--- src/ppr_pkg.sv ---
// ----------------------------------------------------------------------------
// Pad poll packer package
// Shared widths, register indexes, mode codes and the pad item types used by
// the channel interfaces and the modules of the pad poll response packer.
// ----------------------------------------------------------------------------
package ppr_pkg;

   // Configuration port geometry and register indexes.
   localparam int unsigned CSR_INDEX_W = 1;
   localparam int unsigned CSR_DATA_W  = 32;
   localparam logic [CSR_INDEX_W-1:0] REG_MODE = 1'd0;
   localparam logic [CSR_INDEX_W-1:0] REG_HOLD = 1'd1;

   // Register reset values.
   localparam logic [7:0]  MODE_RESET = 8'd3;
   localparam logic [31:0] HOLD_RESET = 32'd1458000000;

   // Low word packing modes.
   localparam logic [7:0] MODE_NIBBLE_ALL  = 8'd0;
   localparam logic [7:0] MODE_FULL_TRIG   = 8'd1;
   localparam logic [7:0] MODE_FULL_ANALOG = 8'd2;
   localparam logic [7:0] MODE_NO_ANALOG   = 8'd3;
   localparam logic [7:0] MODE_NO_TRIG     = 8'd4;
   localparam logic [7:0] MODE_ALIAS_5     = 8'd5;
   localparam logic [7:0] MODE_ALIAS_6     = 8'd6;
   localparam logic [7:0] MODE_ALIAS_7     = 8'd7;

   // Item kinds.
   localparam logic KIND_POLL        = 1'b0;
   localparam logic KIND_ORIGIN_READ = 1'b1;

   // Combo button patterns on the upper byte of the button word.
   localparam logic [7:0] COMBO_MASK_ORIGIN = 8'h1C; // start, Y, X
   localparam logic [7:0] COMBO_MASK_RESET  = 8'h16; // start, X, B

   // The high word of a poll response always carries this marker bit.
   localparam logic [31:0] HI_MARKER = 32'h0080_0000;

   // Origin reset values.
   localparam logic [7:0] ORIGIN_STICK_RESET = 8'h80;
   localparam logic [7:0] ORIGIN_TRIG_RESET  = 8'h1F;

   // Button combo being tracked.
   typedef enum logic [1:0] {
      TRACK_IDLE     = 2'd0,
      TRACK_RECENTER = 2'd1,
      TRACK_RESTART  = 2'd2
   } combo_type;

   // One poll request.
   typedef struct packed {
      logic        kind;
      logic [31:0] time_ticks;
      logic [15:0] buttons;
      logic [7:0]  stick_x;
      logic [7:0]  stick_y;
      logic [7:0]  substick_x;
      logic [7:0]  substick_y;
      logic [7:0]  trigger_left;
      logic [7:0]  trigger_right;
      logic [7:0]  analog_a;
      logic [7:0]  analog_b;
   } req_item_type;

   // One poll response.
   typedef struct packed {
      logic [31:0] word_hi;
      logic [31:0] word_lo;
      logic        reset_tap;
      logic [7:0]  origin_stick_x;
      logic [7:0]  origin_stick_y;
      logic [7:0]  origin_substick_x;
      logic [7:0]  origin_substick_y;
      logic [7:0]  origin_trigger_left;
      logic [7:0]  origin_trigger_right;
   } rsp_item_type;

endpackage

--- src/ppr_channels.sv ---
// ----------------------------------------------------------------------------
// Pad poll packer channels
// Valid/ready channel interfaces for requests, responses and register writes.
// ----------------------------------------------------------------------------

// Request channel: one pad poll or origin read per transaction.
interface ppr_req_if;
   logic        valid;
   logic        ready;
   logic        kind;
   logic [31:0] time_ticks;
   logic [15:0] buttons;
   logic [7:0]  stick_x;
   logic [7:0]  stick_y;
   logic [7:0]  substick_x;
   logic [7:0]  substick_y;
   logic [7:0]  trigger_left;
   logic [7:0]  trigger_right;
   logic [7:0]  analog_a;
   logic [7:0]  analog_b;

   modport source (
      output valid, kind, time_ticks, buttons, stick_x, stick_y, substick_x,
             substick_y, trigger_left, trigger_right, analog_a, analog_b,
      input  ready
   );
   modport sink (
      input  valid, kind, time_ticks, buttons, stick_x, stick_y, substick_x,
             substick_y, trigger_left, trigger_right, analog_a, analog_b,
      output ready
   );
endinterface

// Response channel: one packed response per transaction.
interface ppr_rsp_if;
   logic        valid;
   logic        ready;
   logic [31:0] word_hi;
   logic [31:0] word_lo;
   logic        reset_tap;
   logic [7:0]  origin_stick_x;
   logic [7:0]  origin_stick_y;
   logic [7:0]  origin_substick_x;
   logic [7:0]  origin_substick_y;
   logic [7:0]  origin_trigger_left;
   logic [7:0]  origin_trigger_right;

   modport source (
      output valid, word_hi, word_lo, reset_tap, origin_stick_x, origin_stick_y,
             origin_substick_x, origin_substick_y, origin_trigger_left,
             origin_trigger_right,
      input  ready
   );
   modport sink (
      input  valid, word_hi, word_lo, reset_tap, origin_stick_x, origin_stick_y,
             origin_substick_x, origin_substick_y, origin_trigger_left,
             origin_trigger_right,
      output ready
   );
endinterface

// Register write channel.
interface ppr_csr_if;
   logic                            valid;
   logic                            ready;
   logic [ppr_pkg::CSR_INDEX_W-1:0] index;
   logic [ppr_pkg::CSR_DATA_W-1:0]  data;

   modport source (output valid, index, data, input ready);
   modport sink (input valid, index, data, output ready);
endinterface

--- src/ppr_packer.sv ---
// ----------------------------------------------------------------------------
// Pad poll word packer
// Builds the high response word and the mode-dependent low response word
// from one pad state.
// ----------------------------------------------------------------------------
module ppr_packer (
   input  logic [7:0]  mode,
   input  logic [15:0] buttons,
   input  logic [7:0]  stick_x,
   input  logic [7:0]  stick_y,
   input  logic [7:0]  substick_x,
   input  logic [7:0]  substick_y,
   input  logic [7:0]  trigger_left,
   input  logic [7:0]  trigger_right,
   input  logic [7:0]  analog_a,
   input  logic [7:0]  analog_b,
   output logic [31:0] word_hi,
   output logic [31:0] word_lo
);

   // High word: buttons, main stick and the fixed marker bit.
   assign word_hi = {buttons, stick_x, stick_y} | ppr_pkg::HI_MARKER;

   // Low word: the mode picks full bytes or top nibbles for each analog value.
   always_comb begin
      case (mode)
         ppr_pkg::MODE_NIBBLE_ALL, ppr_pkg::MODE_ALIAS_5,
         ppr_pkg::MODE_ALIAS_6, ppr_pkg::MODE_ALIAS_7: begin
            word_lo = {substick_x, substick_y, trigger_left[7:4],
                       trigger_right[7:4], analog_a[7:4], analog_b[7:4]};
         end
         ppr_pkg::MODE_FULL_TRIG: begin
            word_lo = {substick_x[7:4], substick_y[7:4], trigger_left,
                       trigger_right, analog_a[7:4], analog_b[7:4]};
         end
         ppr_pkg::MODE_FULL_ANALOG: begin
            word_lo = {substick_x[7:4], substick_y[7:4], trigger_left[7:4],
                       trigger_right[7:4], analog_a, analog_b};
         end
         ppr_pkg::MODE_NO_ANALOG: begin
            word_lo = {substick_x, substick_y, trigger_left, trigger_right};
         end
         ppr_pkg::MODE_NO_TRIG: begin
            word_lo = {substick_x, substick_y, analog_a, analog_b};
         end
         default: begin
            word_lo = 32'd0;
         end
      endcase
   end

endmodule

--- src/pad_poll_response_packer_unit.sv ---
// ----------------------------------------------------------------------------
// Pad poll response packer
// Packs pad state into response words, tracks the origin and reset button
// combos and answers origin reads with the stored origin.
// ----------------------------------------------------------------------------
// Usage:
//   req_ch  carries one transaction per poll (kind 0) or origin read (kind 1).
//   rsp_ch  returns exactly one response transaction per request, in order.
//   csr_ch  writes the mode register (index 0) and the hold time (index 1);
//           it is always ready and should be used only while the unit is idle.
// Pipeline: an accepted request is held in the request register, then packed
//   and written into the response register as soon as that register is
//   free; the response then stays valid until the receiver takes it.
// Throughput: one transaction per cycle while rsp_ch.ready stays high; the
//   combo tracker updates its state once per poll, combinationally, in the packing stage.
// Stalls: when the receiver holds rsp_ch.ready low, the response register
//   holds its contents and the request register fills; req_ch.ready then
//   drops until the response is taken. Nothing is dropped or repeated.
// Reset: clears both stages, sets mode 3 and the default hold time, clears
//   the combo tracker and restores the origin to centered sticks and 0x1F
//   triggers.
// ----------------------------------------------------------------------------
module pad_poll_response_packer_unit (
   input  logic      clock,
   input  logic      reset,
   ppr_req_if.sink   req_ch,
   ppr_rsp_if.source rsp_ch,
   ppr_csr_if.sink   csr_ch
);

   // Configuration registers.
   logic [7:0]  mode_ff;
   logic [31:0] hold_ff;

   // Request stage.
   logic                  s1_valid_ff;
   ppr_pkg::req_item_type s1_item_ff;

   // Response stage.
   logic                  out_valid_ff;
   ppr_pkg::rsp_item_type out_item_ff;
   ppr_pkg::rsp_item_type out_item_in;

   // Combo tracker and stored origin.
   ppr_pkg::combo_type combo_seen_ff, combo_seen_in, combo_mid;
   logic [31:0]        combo_start_ff, combo_start_in, combo_start_mid;
   logic [7:0]         org_sx_ff, org_sy_ff, org_cx_ff, org_cy_ff;
   logic [7:0]         org_tl_ff, org_tr_ff;

   // Handshake and packing signals.
   logic               out_free;
   logic               advance;
   ppr_pkg::combo_type combo_now;
   logic [31:0]        elapsed;
   logic               is_poll;
   logic               fire;
   logic               capture;
   logic               tap;
   logic [31:0]        word_hi;
   logic [31:0]        word_lo;

   // Pipeline handshake: the request stage moves when the response register
   // is empty or being drained.
   assign out_free      = !out_valid_ff || rsp_ch.ready;
   assign advance       = s1_valid_ff && out_free;
   assign req_ch.ready  = !s1_valid_ff || out_free;
   assign csr_ch.ready  = 1'b1;

   // Request register.
   always_ff @(posedge clock) begin
      if (reset) begin
         s1_valid_ff <= 1'b0;
      end else if (req_ch.ready) begin
         s1_valid_ff <= req_ch.valid;
      end
      if (req_ch.valid && req_ch.ready) begin
         s1_item_ff <= '{kind:          req_ch.kind,
                         time_ticks:    req_ch.time_ticks,
                         buttons:       req_ch.buttons,
                         stick_x:       req_ch.stick_x,
                         stick_y:       req_ch.stick_y,
                         substick_x:    req_ch.substick_x,
                         substick_y:    req_ch.substick_y,
                         trigger_left:  req_ch.trigger_left,
                         trigger_right: req_ch.trigger_right,
                         analog_a:      req_ch.analog_a,
                         analog_b:      req_ch.analog_b};
      end
   end

   // Configuration register writes.
   always_ff @(posedge clock) begin
      if (reset) begin
         mode_ff <= ppr_pkg::MODE_RESET;
         hold_ff <= ppr_pkg::HOLD_RESET;
      end else if (csr_ch.valid && csr_ch.ready) begin
         case (csr_ch.index)
            ppr_pkg::REG_MODE: mode_ff <= csr_ch.data[7:0];
            ppr_pkg::REG_HOLD: hold_ff <= csr_ch.data;
            default: ;
         endcase
      end
   end

   // Word packing.
   ppr_packer u_packer (
      .mode          (mode_ff),
      .buttons       (s1_item_ff.buttons),
      .stick_x       (s1_item_ff.stick_x),
      .stick_y       (s1_item_ff.stick_y),
      .substick_x    (s1_item_ff.substick_x),
      .substick_y    (s1_item_ff.substick_y),
      .trigger_left  (s1_item_ff.trigger_left),
      .trigger_right (s1_item_ff.trigger_right),
      .analog_a      (s1_item_ff.analog_a),
      .analog_b      (s1_item_ff.analog_b),
      .word_hi       (word_hi),
      .word_lo       (word_lo)
   );

   // Classify the buttons held on this poll.
   always_comb begin
      if (s1_item_ff.buttons[15:8] == ppr_pkg::COMBO_MASK_ORIGIN) begin
         combo_now = ppr_pkg::TRACK_RECENTER;
      end else if (s1_item_ff.buttons[15:8] == ppr_pkg::COMBO_MASK_RESET) begin
         combo_now = ppr_pkg::TRACK_RESTART;
      end else begin
         combo_now = ppr_pkg::TRACK_IDLE;
      end
   end

   // Restart the hold timer when a new combo appears, then check the hold time.
   always_comb begin
      is_poll         = (s1_item_ff.kind == ppr_pkg::KIND_POLL);
      combo_mid       = combo_seen_ff;
      combo_start_mid = combo_start_ff;
      if (combo_now != combo_seen_ff) begin
         combo_mid = combo_now;
         if (combo_now != ppr_pkg::TRACK_IDLE) begin
            combo_start_mid = s1_item_ff.time_ticks;
         end
      end
      elapsed  = s1_item_ff.time_ticks - combo_start_mid;
      fire     = is_poll && (combo_mid != ppr_pkg::TRACK_IDLE) && (elapsed > hold_ff);
      tap      = fire && (combo_mid == ppr_pkg::TRACK_RESTART);
      capture  = fire && (combo_mid == ppr_pkg::TRACK_RECENTER);
      combo_seen_in  = fire ? ppr_pkg::TRACK_IDLE : combo_mid;
      combo_start_in = combo_start_mid;
   end

   // Response payload; origin fields show a capture made on this same poll.
   always_comb begin
      out_item_in.word_hi              = is_poll ? word_hi : 32'd0;
      out_item_in.word_lo              = is_poll ? word_lo : 32'd0;
      out_item_in.reset_tap            = tap;
      out_item_in.origin_stick_x       = capture ? s1_item_ff.stick_x : org_sx_ff;
      out_item_in.origin_stick_y       = capture ? s1_item_ff.stick_y : org_sy_ff;
      out_item_in.origin_substick_x    = capture ? s1_item_ff.substick_x : org_cx_ff;
      out_item_in.origin_substick_y    = capture ? s1_item_ff.substick_y : org_cy_ff;
      out_item_in.origin_trigger_left  = capture ? s1_item_ff.trigger_left : org_tl_ff;
      out_item_in.origin_trigger_right = capture ? s1_item_ff.trigger_right : org_tr_ff;
   end

   // Combo tracker and origin state advance once per item, polls only.
   always_ff @(posedge clock) begin
      if (reset) begin
         combo_seen_ff  <= ppr_pkg::TRACK_IDLE;
         combo_start_ff <= 32'd0;
         org_sx_ff      <= ppr_pkg::ORIGIN_STICK_RESET;
         org_sy_ff      <= ppr_pkg::ORIGIN_STICK_RESET;
         org_cx_ff      <= ppr_pkg::ORIGIN_STICK_RESET;
         org_cy_ff      <= ppr_pkg::ORIGIN_STICK_RESET;
         org_tl_ff      <= ppr_pkg::ORIGIN_TRIG_RESET;
         org_tr_ff      <= ppr_pkg::ORIGIN_TRIG_RESET;
      end else if (advance && is_poll) begin
         combo_seen_ff  <= combo_seen_in;
         combo_start_ff <= combo_start_in;
         if (capture) begin
            org_sx_ff <= s1_item_ff.stick_x;
            org_sy_ff <= s1_item_ff.stick_y;
            org_cx_ff <= s1_item_ff.substick_x;
            org_cy_ff <= s1_item_ff.substick_y;
            org_tl_ff <= s1_item_ff.trigger_left;
            org_tr_ff <= s1_item_ff.trigger_right;
         end
      end
   end

   // Response register.
   always_ff @(posedge clock) begin
      if (reset) begin
         out_valid_ff <= 1'b0;
      end else if (out_free) begin
         out_valid_ff <= s1_valid_ff;
      end
      if (advance) begin
         out_item_ff <= out_item_in;
      end
   end

   assign rsp_ch.valid                = out_valid_ff;
   assign rsp_ch.word_hi              = out_item_ff.word_hi;
   assign rsp_ch.word_lo              = out_item_ff.word_lo;
   assign rsp_ch.reset_tap            = out_item_ff.reset_tap;
   assign rsp_ch.origin_stick_x       = out_item_ff.origin_stick_x;
   assign rsp_ch.origin_stick_y       = out_item_ff.origin_stick_y;
   assign rsp_ch.origin_substick_x    = out_item_ff.origin_substick_x;
   assign rsp_ch.origin_substick_y    = out_item_ff.origin_substick_y;
   assign rsp_ch.origin_trigger_left  = out_item_ff.origin_trigger_left;
   assign rsp_ch.origin_trigger_right = out_item_ff.origin_trigger_right;

`ifndef SYNTHESIS
   // A reset tap only comes from a poll, which always sets the marker bit.
   assert property (@(posedge clock) disable iff (reset)
      rsp_ch.valid && rsp_ch.reset_tap |-> rsp_ch.word_hi[23])
      else $error("reset tap on a response without the poll marker");

   // Origin reads answer with zero words and no tap.
   assert property (@(posedge clock) disable iff (reset)
      rsp_ch.valid && !rsp_ch.word_hi[23]
         |-> (rsp_ch.word_lo == 32'd0) && !rsp_ch.reset_tap)
      else $error("origin read response carries packed data");

   // A combo that acts is cleared afterwards.
   assert property (@(posedge clock) disable iff (reset)
      advance && fire |=> combo_seen_ff == ppr_pkg::TRACK_IDLE)
      else $error("combo still tracked after it acted");

   // A request waiting on a stalled response stage is kept.
   assert property (@(posedge clock) disable iff (reset)
      s1_valid_ff && !out_free |=> s1_valid_ff && $stable(s1_item_ff))
      else $error("request stage lost an item while stalled");
`endif

endmodule

--- src/flat_wrapper.sv ---
// flat-port wrapper written by rule: the top's interface ports become plain ports
module pad_poll_response_packer_unit_flat 
  (clock, reset, req_ch_valid, req_ch_kind, req_ch_time_ticks, req_ch_buttons, req_ch_stick_x, req_ch_stick_y, req_ch_substick_x, req_ch_substick_y, req_ch_trigger_left, req_ch_trigger_right, req_ch_analog_a, req_ch_analog_b, req_ch_ready, rsp_ch_valid, rsp_ch_word_hi, rsp_ch_word_lo, rsp_ch_reset_tap, rsp_ch_origin_stick_x, rsp_ch_origin_stick_y, rsp_ch_origin_substick_x, rsp_ch_origin_substick_y, rsp_ch_origin_trigger_left, rsp_ch_origin_trigger_right, rsp_ch_ready, csr_ch_valid, csr_ch_index, csr_ch_data, csr_ch_ready);
  ppr_req_if req_ch_i ();
  ppr_rsp_if rsp_ch_i ();
  ppr_csr_if csr_ch_i ();
  input  logic clock;
  input  logic reset;
  input wire logic [$bits(req_ch_i.valid)-1:0] req_ch_valid;
  input wire logic [$bits(req_ch_i.kind)-1:0] req_ch_kind;
  input wire logic [$bits(req_ch_i.time_ticks)-1:0] req_ch_time_ticks;
  input wire logic [$bits(req_ch_i.buttons)-1:0] req_ch_buttons;
  input wire logic [$bits(req_ch_i.stick_x)-1:0] req_ch_stick_x;
  input wire logic [$bits(req_ch_i.stick_y)-1:0] req_ch_stick_y;
  input wire logic [$bits(req_ch_i.substick_x)-1:0] req_ch_substick_x;
  input wire logic [$bits(req_ch_i.substick_y)-1:0] req_ch_substick_y;
  input wire logic [$bits(req_ch_i.trigger_left)-1:0] req_ch_trigger_left;
  input wire logic [$bits(req_ch_i.trigger_right)-1:0] req_ch_trigger_right;
  input wire logic [$bits(req_ch_i.analog_a)-1:0] req_ch_analog_a;
  input wire logic [$bits(req_ch_i.analog_b)-1:0] req_ch_analog_b;
  output wire logic [$bits(req_ch_i.ready)-1:0] req_ch_ready;
  output wire logic [$bits(rsp_ch_i.valid)-1:0] rsp_ch_valid;
  output wire logic [$bits(rsp_ch_i.word_hi)-1:0] rsp_ch_word_hi;
  output wire logic [$bits(rsp_ch_i.word_lo)-1:0] rsp_ch_word_lo;
  output wire logic [$bits(rsp_ch_i.reset_tap)-1:0] rsp_ch_reset_tap;
  output wire logic [$bits(rsp_ch_i.origin_stick_x)-1:0] rsp_ch_origin_stick_x;
  output wire logic [$bits(rsp_ch_i.origin_stick_y)-1:0] rsp_ch_origin_stick_y;
  output wire logic [$bits(rsp_ch_i.origin_substick_x)-1:0] rsp_ch_origin_substick_x;
  output wire logic [$bits(rsp_ch_i.origin_substick_y)-1:0] rsp_ch_origin_substick_y;
  output wire logic [$bits(rsp_ch_i.origin_trigger_left)-1:0] rsp_ch_origin_trigger_left;
  output wire logic [$bits(rsp_ch_i.origin_trigger_right)-1:0] rsp_ch_origin_trigger_right;
  input wire logic [$bits(rsp_ch_i.ready)-1:0] rsp_ch_ready;
  input wire logic [$bits(csr_ch_i.valid)-1:0] csr_ch_valid;
  input wire logic [$bits(csr_ch_i.index)-1:0] csr_ch_index;
  input wire logic [$bits(csr_ch_i.data)-1:0] csr_ch_data;
  output wire logic [$bits(csr_ch_i.ready)-1:0] csr_ch_ready;
  assign req_ch_i.valid = req_ch_valid;
  assign req_ch_i.kind = req_ch_kind;
  assign req_ch_i.time_ticks = req_ch_time_ticks;
  assign req_ch_i.buttons = req_ch_buttons;
  assign req_ch_i.stick_x = req_ch_stick_x;
  assign req_ch_i.stick_y = req_ch_stick_y;
  assign req_ch_i.substick_x = req_ch_substick_x;
  assign req_ch_i.substick_y = req_ch_substick_y;
  assign req_ch_i.trigger_left = req_ch_trigger_left;
  assign req_ch_i.trigger_right = req_ch_trigger_right;
  assign req_ch_i.analog_a = req_ch_analog_a;
  assign req_ch_i.analog_b = req_ch_analog_b;
  assign req_ch_ready = req_ch_i.ready;
  assign rsp_ch_valid = rsp_ch_i.valid;
  assign rsp_ch_word_hi = rsp_ch_i.word_hi;
  assign rsp_ch_word_lo = rsp_ch_i.word_lo;
  assign rsp_ch_reset_tap = rsp_ch_i.reset_tap;
  assign rsp_ch_origin_stick_x = rsp_ch_i.origin_stick_x;
  assign rsp_ch_origin_stick_y = rsp_ch_i.origin_stick_y;
  assign rsp_ch_origin_substick_x = rsp_ch_i.origin_substick_x;
  assign rsp_ch_origin_substick_y = rsp_ch_i.origin_substick_y;
  assign rsp_ch_origin_trigger_left = rsp_ch_i.origin_trigger_left;
  assign rsp_ch_origin_trigger_right = rsp_ch_i.origin_trigger_right;
  assign rsp_ch_i.ready = rsp_ch_ready;
  assign csr_ch_i.valid = csr_ch_valid;
  assign csr_ch_i.index = csr_ch_index;
  assign csr_ch_i.data = csr_ch_data;
  assign csr_ch_ready = csr_ch_i.ready;
  pad_poll_response_packer_unit u_core (.clock(clock), .reset(reset), .req_ch(req_ch_i), .rsp_ch(rsp_ch_i), .csr_ch(csr_ch_i));
endmodule
--- config.mk ---
export PLATFORM = sky130hd
export DESIGN_NAME = pad_poll_response_packer_unit_flat
export DESIGN_NICKNAME = d
export VERILOG_FILES = /design/src/ppr_pkg.sv /design/src/ppr_channels.sv /design/src/ppr_packer.sv /design/src/pad_poll_response_packer_unit.sv /design/src/flat_wrapper.sv
export SDC_FILE = /design/constraint.sdc
export NUM_CORES = 1
export LEC_CHECK = 0
export BUFFER_PORTS_ARGS = -buffer_cell sky130_fd_sc_hd__buf_4
export CORE_AREA = 3 3 182 184
export DETAILED_ROUTE_END_ITERATION = 16
export DIE_AREA = 0 0 185 187
export PLACE_DENSITY = 0.77
export SLEW_MARGIN = 30
export SYNTH_ARGS = -nofsm -noshare
export SYNTH_HDL_FRONTEND = slang
export SYNTH_SLANG_ARGS = --single-unit
export TNS_END_PERCENT = 10
--- constraint.sdc ---
create_clock -name clock -period 20.7 [get_ports clock]
set_input_delay 4.14 -clock clock [delete_from_list [all_inputs] [get_ports clock]]
set_output_delay 4.14 -clock clock [all_outputs]
set_load 0.01 [all_outputs]
==> results of run 1 <==
kinds of logic (layout without fill, tap and decap cells):
logic type,Yosys count,after routing,share of synthesized area
xor gates and xnor gates,25,25,0.0139
other,1,1,0.000238
muxes,126,126,0.0840
buffers and inverters,119,394,0.0317
adders and majority gates,64,64,0.0513
AOI/OAI and AO/OA,221,221,0.0979
DFF,349,349,0.587
and+or+nand+nor,428,428,0.134
metal layers:
layer	up-vias	routed length, um	track usage
met2	358	18000	0.355
li1	5305	-	-
met4	0	1300	0.0719
met1	5270	15400	0.266
met3	72	2200	0.0340
met5	-	0	0
power by group through the flow:
stage / clock, mW / sequential, mW / combinational, mW
3_5_place_dp: 0 / 0.807 / 0.198
5_1_grt: 0.690 / 0.795 / 0.223
2_1_floorplan: 0 / 0.807 / 0.124
6_report: 0.645 / 0.792 / 0.200
4_1_cts: 0.658 / 0.792 / 0.200
3_3_place_gp: 0 / 0.805 / 0.192
worst min-delay path, delay by kind of cell (launching register included):
family	cells	cell delay, ns
simple gates	1	0.05
compound gates	1	0.05
flops	1	0.30
cell usage in the layout, fill, tap and decap left out, types with 34 or more instances in the layout:
master       n
buf_4      273
edfxtp_1   225
dfxtp_1    124
nor2_1     119
nand2_1    112
mux2i_1     77
nand2b_1    73
a21oi_1     68
ha_1        63
inv_1       51
nor2b_1     41
clkbuf_16   38
a211oi_1    34
cell type report:
class	instances	area, sq um	area share
Inverter	51	191	0.00995
Sequential cell	349	9240	0.480
Clock inverter	11	97.6	0.00507
Clock buffer	58	1100	0.0570
Timing Repair Buffer	274	2060	0.107
Multi-Input combinational cell	865	6050	0.314
Tap cell	402	503	0.0261
registers in the layout, indices dropped and copies added, names as in the netlist, 32 cells and up:
register	flops
u_core.hold_ff	32
u_core.rsp_ch.word_hi	32
u_core.rsp_ch.word_lo	32
u_core.combo_start_ff	32
u_core.s1_item_ff	112
worst max path at each step:
stage                  from  slack (ns)                   to  cells past startpoint
2_1_floorplan  rsp_ch_ready        9.15  u_core.org_cy_ff[1]                      7
3_3_place_gp   rsp_ch_ready       11.76         req_ch_ready                      4
3_5_place_dp   rsp_ch_ready       11.72         req_ch_ready                      4
4_1_cts        rsp_ch_ready       11.72         req_ch_ready                      4
5_1_grt        rsp_ch_ready       11.67         req_ch_ready                      4
6_report       rsp_ch_ready       11.73         req_ch_ready                      4
metrics by stage:
stage               power [mW]   util  instance area, sq um  hold WS [ns]
finish                    1.64  0.610                 19200         0.453
global route              1.71  0.610                 19200         0.471
CTS                       1.65  0.609                 19200         0.456
detailed placement        1.01  0.572                 18000         0.449
global placement         0.997  0.571                 18000         0.446
floorplan                0.931      -                 15800         0.436
==> results.cfg, run 1 <==
[synth]
yosysTopAreaCellShare = 0.429
yosysWarnings = 0
synth_fp_nets = 1548
syn_inst = 1333
synthTopCellsByCount = 225 x edfxtp_1, 124 x dfxtp_1, 120 x nor2_1
ys_types = 66
synth.area.top_cells = edfxtp_1 43%, dfxtp_1 16%, ha_1 5.0%
yosys_most_used_dff = edfxtp_1
synth_edf_count = 225
synth_most_common_cell = edfxtp_1
synth-seq-area-share = 0.587
yosys.area.top_type = edfxtp_1
async_flop_share = 0
syn_area_sq_um = 15800
synth_area_per_cell_sq_um = 11.8
ys_ff_latch = 349

[setup_path]
slowest_stage = nor2b_1
cp_data_required_time_ns = 16.56
crit_type = in -> out
rr_worst_depth = 26
path_max_fanout = 4
worstSetupEndpointType = output pin
critPathTopFamily = simple AND/OR/NAND/NOR gates
reg2reg_slack_ns = 12.24
r2r-start = u_core.s1_item_ff[79]
critical_path_buf_inv_count = 2
max_stage_delay_ns = 0.29
startpoint_type = primary input
r2r-end = u_core.rsp_ch.origin_stick_x[3]
cp.arrival_ns = 4.83
path_cells = buf_4 -> nor2b_1 -> nand2_1 -> buf_4
cpMostUsedCell = buf_4

[detailed_routing]
drc = 0
drtAntennaViolNets = 0
vias = 11000
routed_wl_mm = 37.0
wl_per_cell_um = 18.4
drt_iter0_markers = 827
drt_pre_antenna_iters = 9
viasPerCell = 5.48

[final_layout]
diodes = 0
stdcell_count = 2010
layout-drive-gt1-share = 0.235
n_fill_cell = 2497
final_nets = 1794
area_growth_pct = 22.1

[die]
initial_core_util = 0.499
core-area_sq_um = 31600
die_w_um = 185
dieArea_sq_um = 34600
dieHeight_um = 187
rows = 65
io_pins = 267

[global_route]
grt_max_degree = 94
grt_pass1_wl_mm = 57.7
grt_pass1_vias = 11200
gr-total-overflow = 0
antenna_found_initial = 0
grt_use_total = 0.207

[placed_design]
dp_hpwl_mm = 25.5
dp.cells = 1941
io_buffer_count = 264
gp_congestion = 0.855
dp_slack_ns = 11.72

[cts]
numCtsBuffers = 38
path_clk_slew_ns = 0.05
ctsHoldBuffers = 0
numClockSinks = 349
cts_tree = done
htreeDepth = 2
root_buffer = clkbuf_16
clockBufferDepth = 3
post-cts-setup-buffer-count = 0
ctsResizeCount = 0
worstSkewPairLatency_ns = 0.52

[timing]
fin_skew_ns = 0.0160
slew_headroom = 0.379
fin_crit_sh = 0.433
fin_ws_ns = 11.73
min_period_ns = 8.97
final-hold-violation-count = 0
finalMaxSlewViolations = 0
setup_viol = 0
worst_pin_slew_ns = 0.929
rsz0062_at_grt = no
setup_tns_ns = 0
max_freq_mhz = 111

[pwr]
clockPowerShare = 0.394
seqPwrFrac = 0.484
p_sw_frac = 0.240
p_sw_uw = 393
pwr-share-comb = 0.122
leakage_nw = 7.38
p_int_mw = 1.24
p_per_area_nw_per_um2 = 85.1
vdd_drop_max_mv = 0.0664

[job]
max_cap_viol_count = 0

[run_status]
status = finished clean

[min_path]
min_to = u_core.mode_ff[6]
min_path_type = reg -> reg
hp-start = u_core.mode_ff[6]
hold_path_depth = 2
No activity file was read; power rests on OpenSTA's default activity.
==> run 2, diff against run 1 <==
--- a/config.mk
+++ b/config.mk
@@ -9,7 +9,7 @@
 export CORE_AREA = 3 3 182 184
 export DETAILED_ROUTE_END_ITERATION = 16
 export DIE_AREA = 0 0 185 187
-export PLACE_DENSITY = 0.77
+export PLACE_DENSITY = 0.79
 export SLEW_MARGIN = 30
 export SYNTH_ARGS = -nofsm -noshare
 export SYNTH_HDL_FRONTEND = slang
==> constraint.sdc (replaced) <==
create_clock -name clock -period 8.2 [get_ports clock]
set_input_delay 1.64 -clock clock [delete_from_list [all_inputs] [get_ports clock]]
set_output_delay 1.64 -clock clock [all_outputs]
set_load 0.01 [all_outputs]
==> results.cfg, run 2 (synthesized netlist as in run 1, its figures left out) <==
[run_status]
status = finished clean

[die]
die_w_um = 185
io_pins = 267
initial_core_util = 0.499
dieArea_sq_um = 34600
core-area_sq_um = 31600
rows = 65
dieHeight_um = 187

[timing]
rsz0062_at_grt = no
final-hold-violation-count = 0
max_freq_mhz = 131
worst_pin_slew_ns = 0.996
fin_skew_ns = 0.0217
setup_tns_ns = 0
fin_ws_ns = 0.566
min_period_ns = 7.63
slew_headroom = 0.333
setup_viol = 0
finalMaxSlewViolations = 0
fin_crit_sh = 0.931

[final_layout]
diodes = 0
final_nets = 1796
largest_register_ff_count = 112
n_fill_cell = 2479
utilization = 0.611
layout_common_cells = 273 x buf_4, 225 x edfxtp_1, 124 x dfxtp_1
area_growth_pct = 22.3
regMostFlops = u_core.s1_item_ff
layout-drive-gt1-share = 0.235
final_common_cell = buf_4

[cts]
ctsResizeCount = 0
numClockSinks = 349
numCtsBuffers = 37
post-cts-setup-buffer-count = 0
worstSkewPairLatency_ns = 0.53
path_clk_slew_ns = 0.06
htreeDepth = 2
cts_tree = done
root_buffer = clkbuf_16
ctsHoldBuffers = 0
clockBufferDepth = 3

[pwr]
leakage_nw = 7.39
p_per_area_nw_per_um2 = 214
vdd_drop_max_mv = 0.194

[setup_path]
crit_type = reg -> reg
r2r-end = u_core.rsp_ch.origin_stick_y[5]
path_max_fanout = 10
worstSetupEndpointType = flip-flop
critPathTopFamily = simple AND/OR/NAND/NOR gates
rr_worst_depth = 25
startpoint_type = flip-flop
cp.arrival_ns = 7.88
reg2reg_slack_ns = 0.57
r2r-start = u_core.s1_item_ff[79]
cp_data_required_time_ns = 8.45
max_stage_delay_ns = 0.57
critical_path_buf_inv_count = 2
slowest_stage = or4b_4

[job]
max_cap_viol_count = 0

[detailed_routing]
viasPerCell = 5.47
drtAntennaViolNets = 0
drt_pre_antenna_iters = 8
routed_wl_mm = 37.1
vias = 11000
wl_per_cell_um = 18.4
drt_iter0_markers = 762
drc = 0

[min_path]
min_to = u_core.hold_ff[1]
hp-start = u_core.hold_ff[1]
min_path_type = reg -> reg
hold_path_depth = 2

[placed_design]
dp_hpwl_mm = 25.4
dp_slack_ns = 0.747
io_buffer_count = 264
gp_congestion = 0.870

[global_route]
antenna_found_initial = 0
grt_use_total = 0.208
gr-total-overflow = 0
grt_pass1_wl_mm = 58.0
grt_pass1_vias = 11100
grt_max_degree = 100
## run 2: cell types whose count changed in the layout (fill, tap and decap cells not counted), sizes merged
cell | previous run | this run
bufinv | 1 | 2
buf | 274 | 277
clkinv | 8 | 11
clkbuf | 58 | 52
## run 2: stage by stage
stage / total power [mW] / area (sq um) / hold slack [ns] / cells
6_report: 4.12 / 19300 / 0.454 / 2011
5_1_grt: 4.30 / 19300 / 0.476 / 2011
4_1_cts: 4.16 / 19300 / 0.454 / 2011
3_5_place_dp: 2.54 / 18100 / 0.446 / 1944
3_3_place_gp: 2.52 / 18100 / 0.442 / 1944
2_1_floorplan: 2.35 / 15800 / 0.436 / 1333
## run 2: area by class of cell
type | count | area [sq um] | share of cell area
Clock buffer | 52 | 1020 | 0.0531
Clock inverter | 15 | 155 | 0.00805
Inverter | 51 | 191 | 0.00994
Multi-Input combinational cell | 865 | 6040 | 0.314
Sequential cell | 349 | 9240 | 0.480
Tap cell | 402 | 503 | 0.0261
Timing Repair Buffer | 277 | 2110 | 0.110
## run 2: worst min-delay path: stages, from the launching register on
cell,delay [ns]
dfxtp_1,0.31
nand2_1,0.05
a21oi_1,0.05
## run 2: worst max path at each step
stage / start / endpoint / slack [ns] / cells past startpoint
3_5_place_dp: u_core.s1_item_ff[79] / u_core.rsp_ch.origin_stick_x[1] / 0.75 / 25
2_1_floorplan: rsp_ch_ready / u_core.org_cy_ff[1] / 1.75 / 7
4_1_cts: u_core.s1_item_ff[79] / u_core.rsp_ch.origin_stick_y[5] / 0.69 / 25
3_3_place_gp: u_core.s1_item_ff[79] / u_core.rsp_ch.origin_substick_y[2] / 0.96 / 24
6_report: u_core.s1_item_ff[79] / u_core.rsp_ch.origin_stick_y[5] / 0.57 / 25
5_1_grt: u_core.s1_item_ff[79] / u_core.rsp_ch.origin_stick_y[5] / 0.15 / 25
## run 2: power breakdown
group,internal [mW],switching [mW]
combinational,0.226,0.276
clock,0.941,0.677
sequential,1.95,0.0451
total,3.12,0.998
## run 2: routing by layer
metal	track usage	vias up	share of wire
met1	0.274	5212	0.42
met3	0.0370	73	0.067
li1	-	5315	-
met5	0	-	0
met2	0.349	404	0.48
met4	0.0696	0	0.032
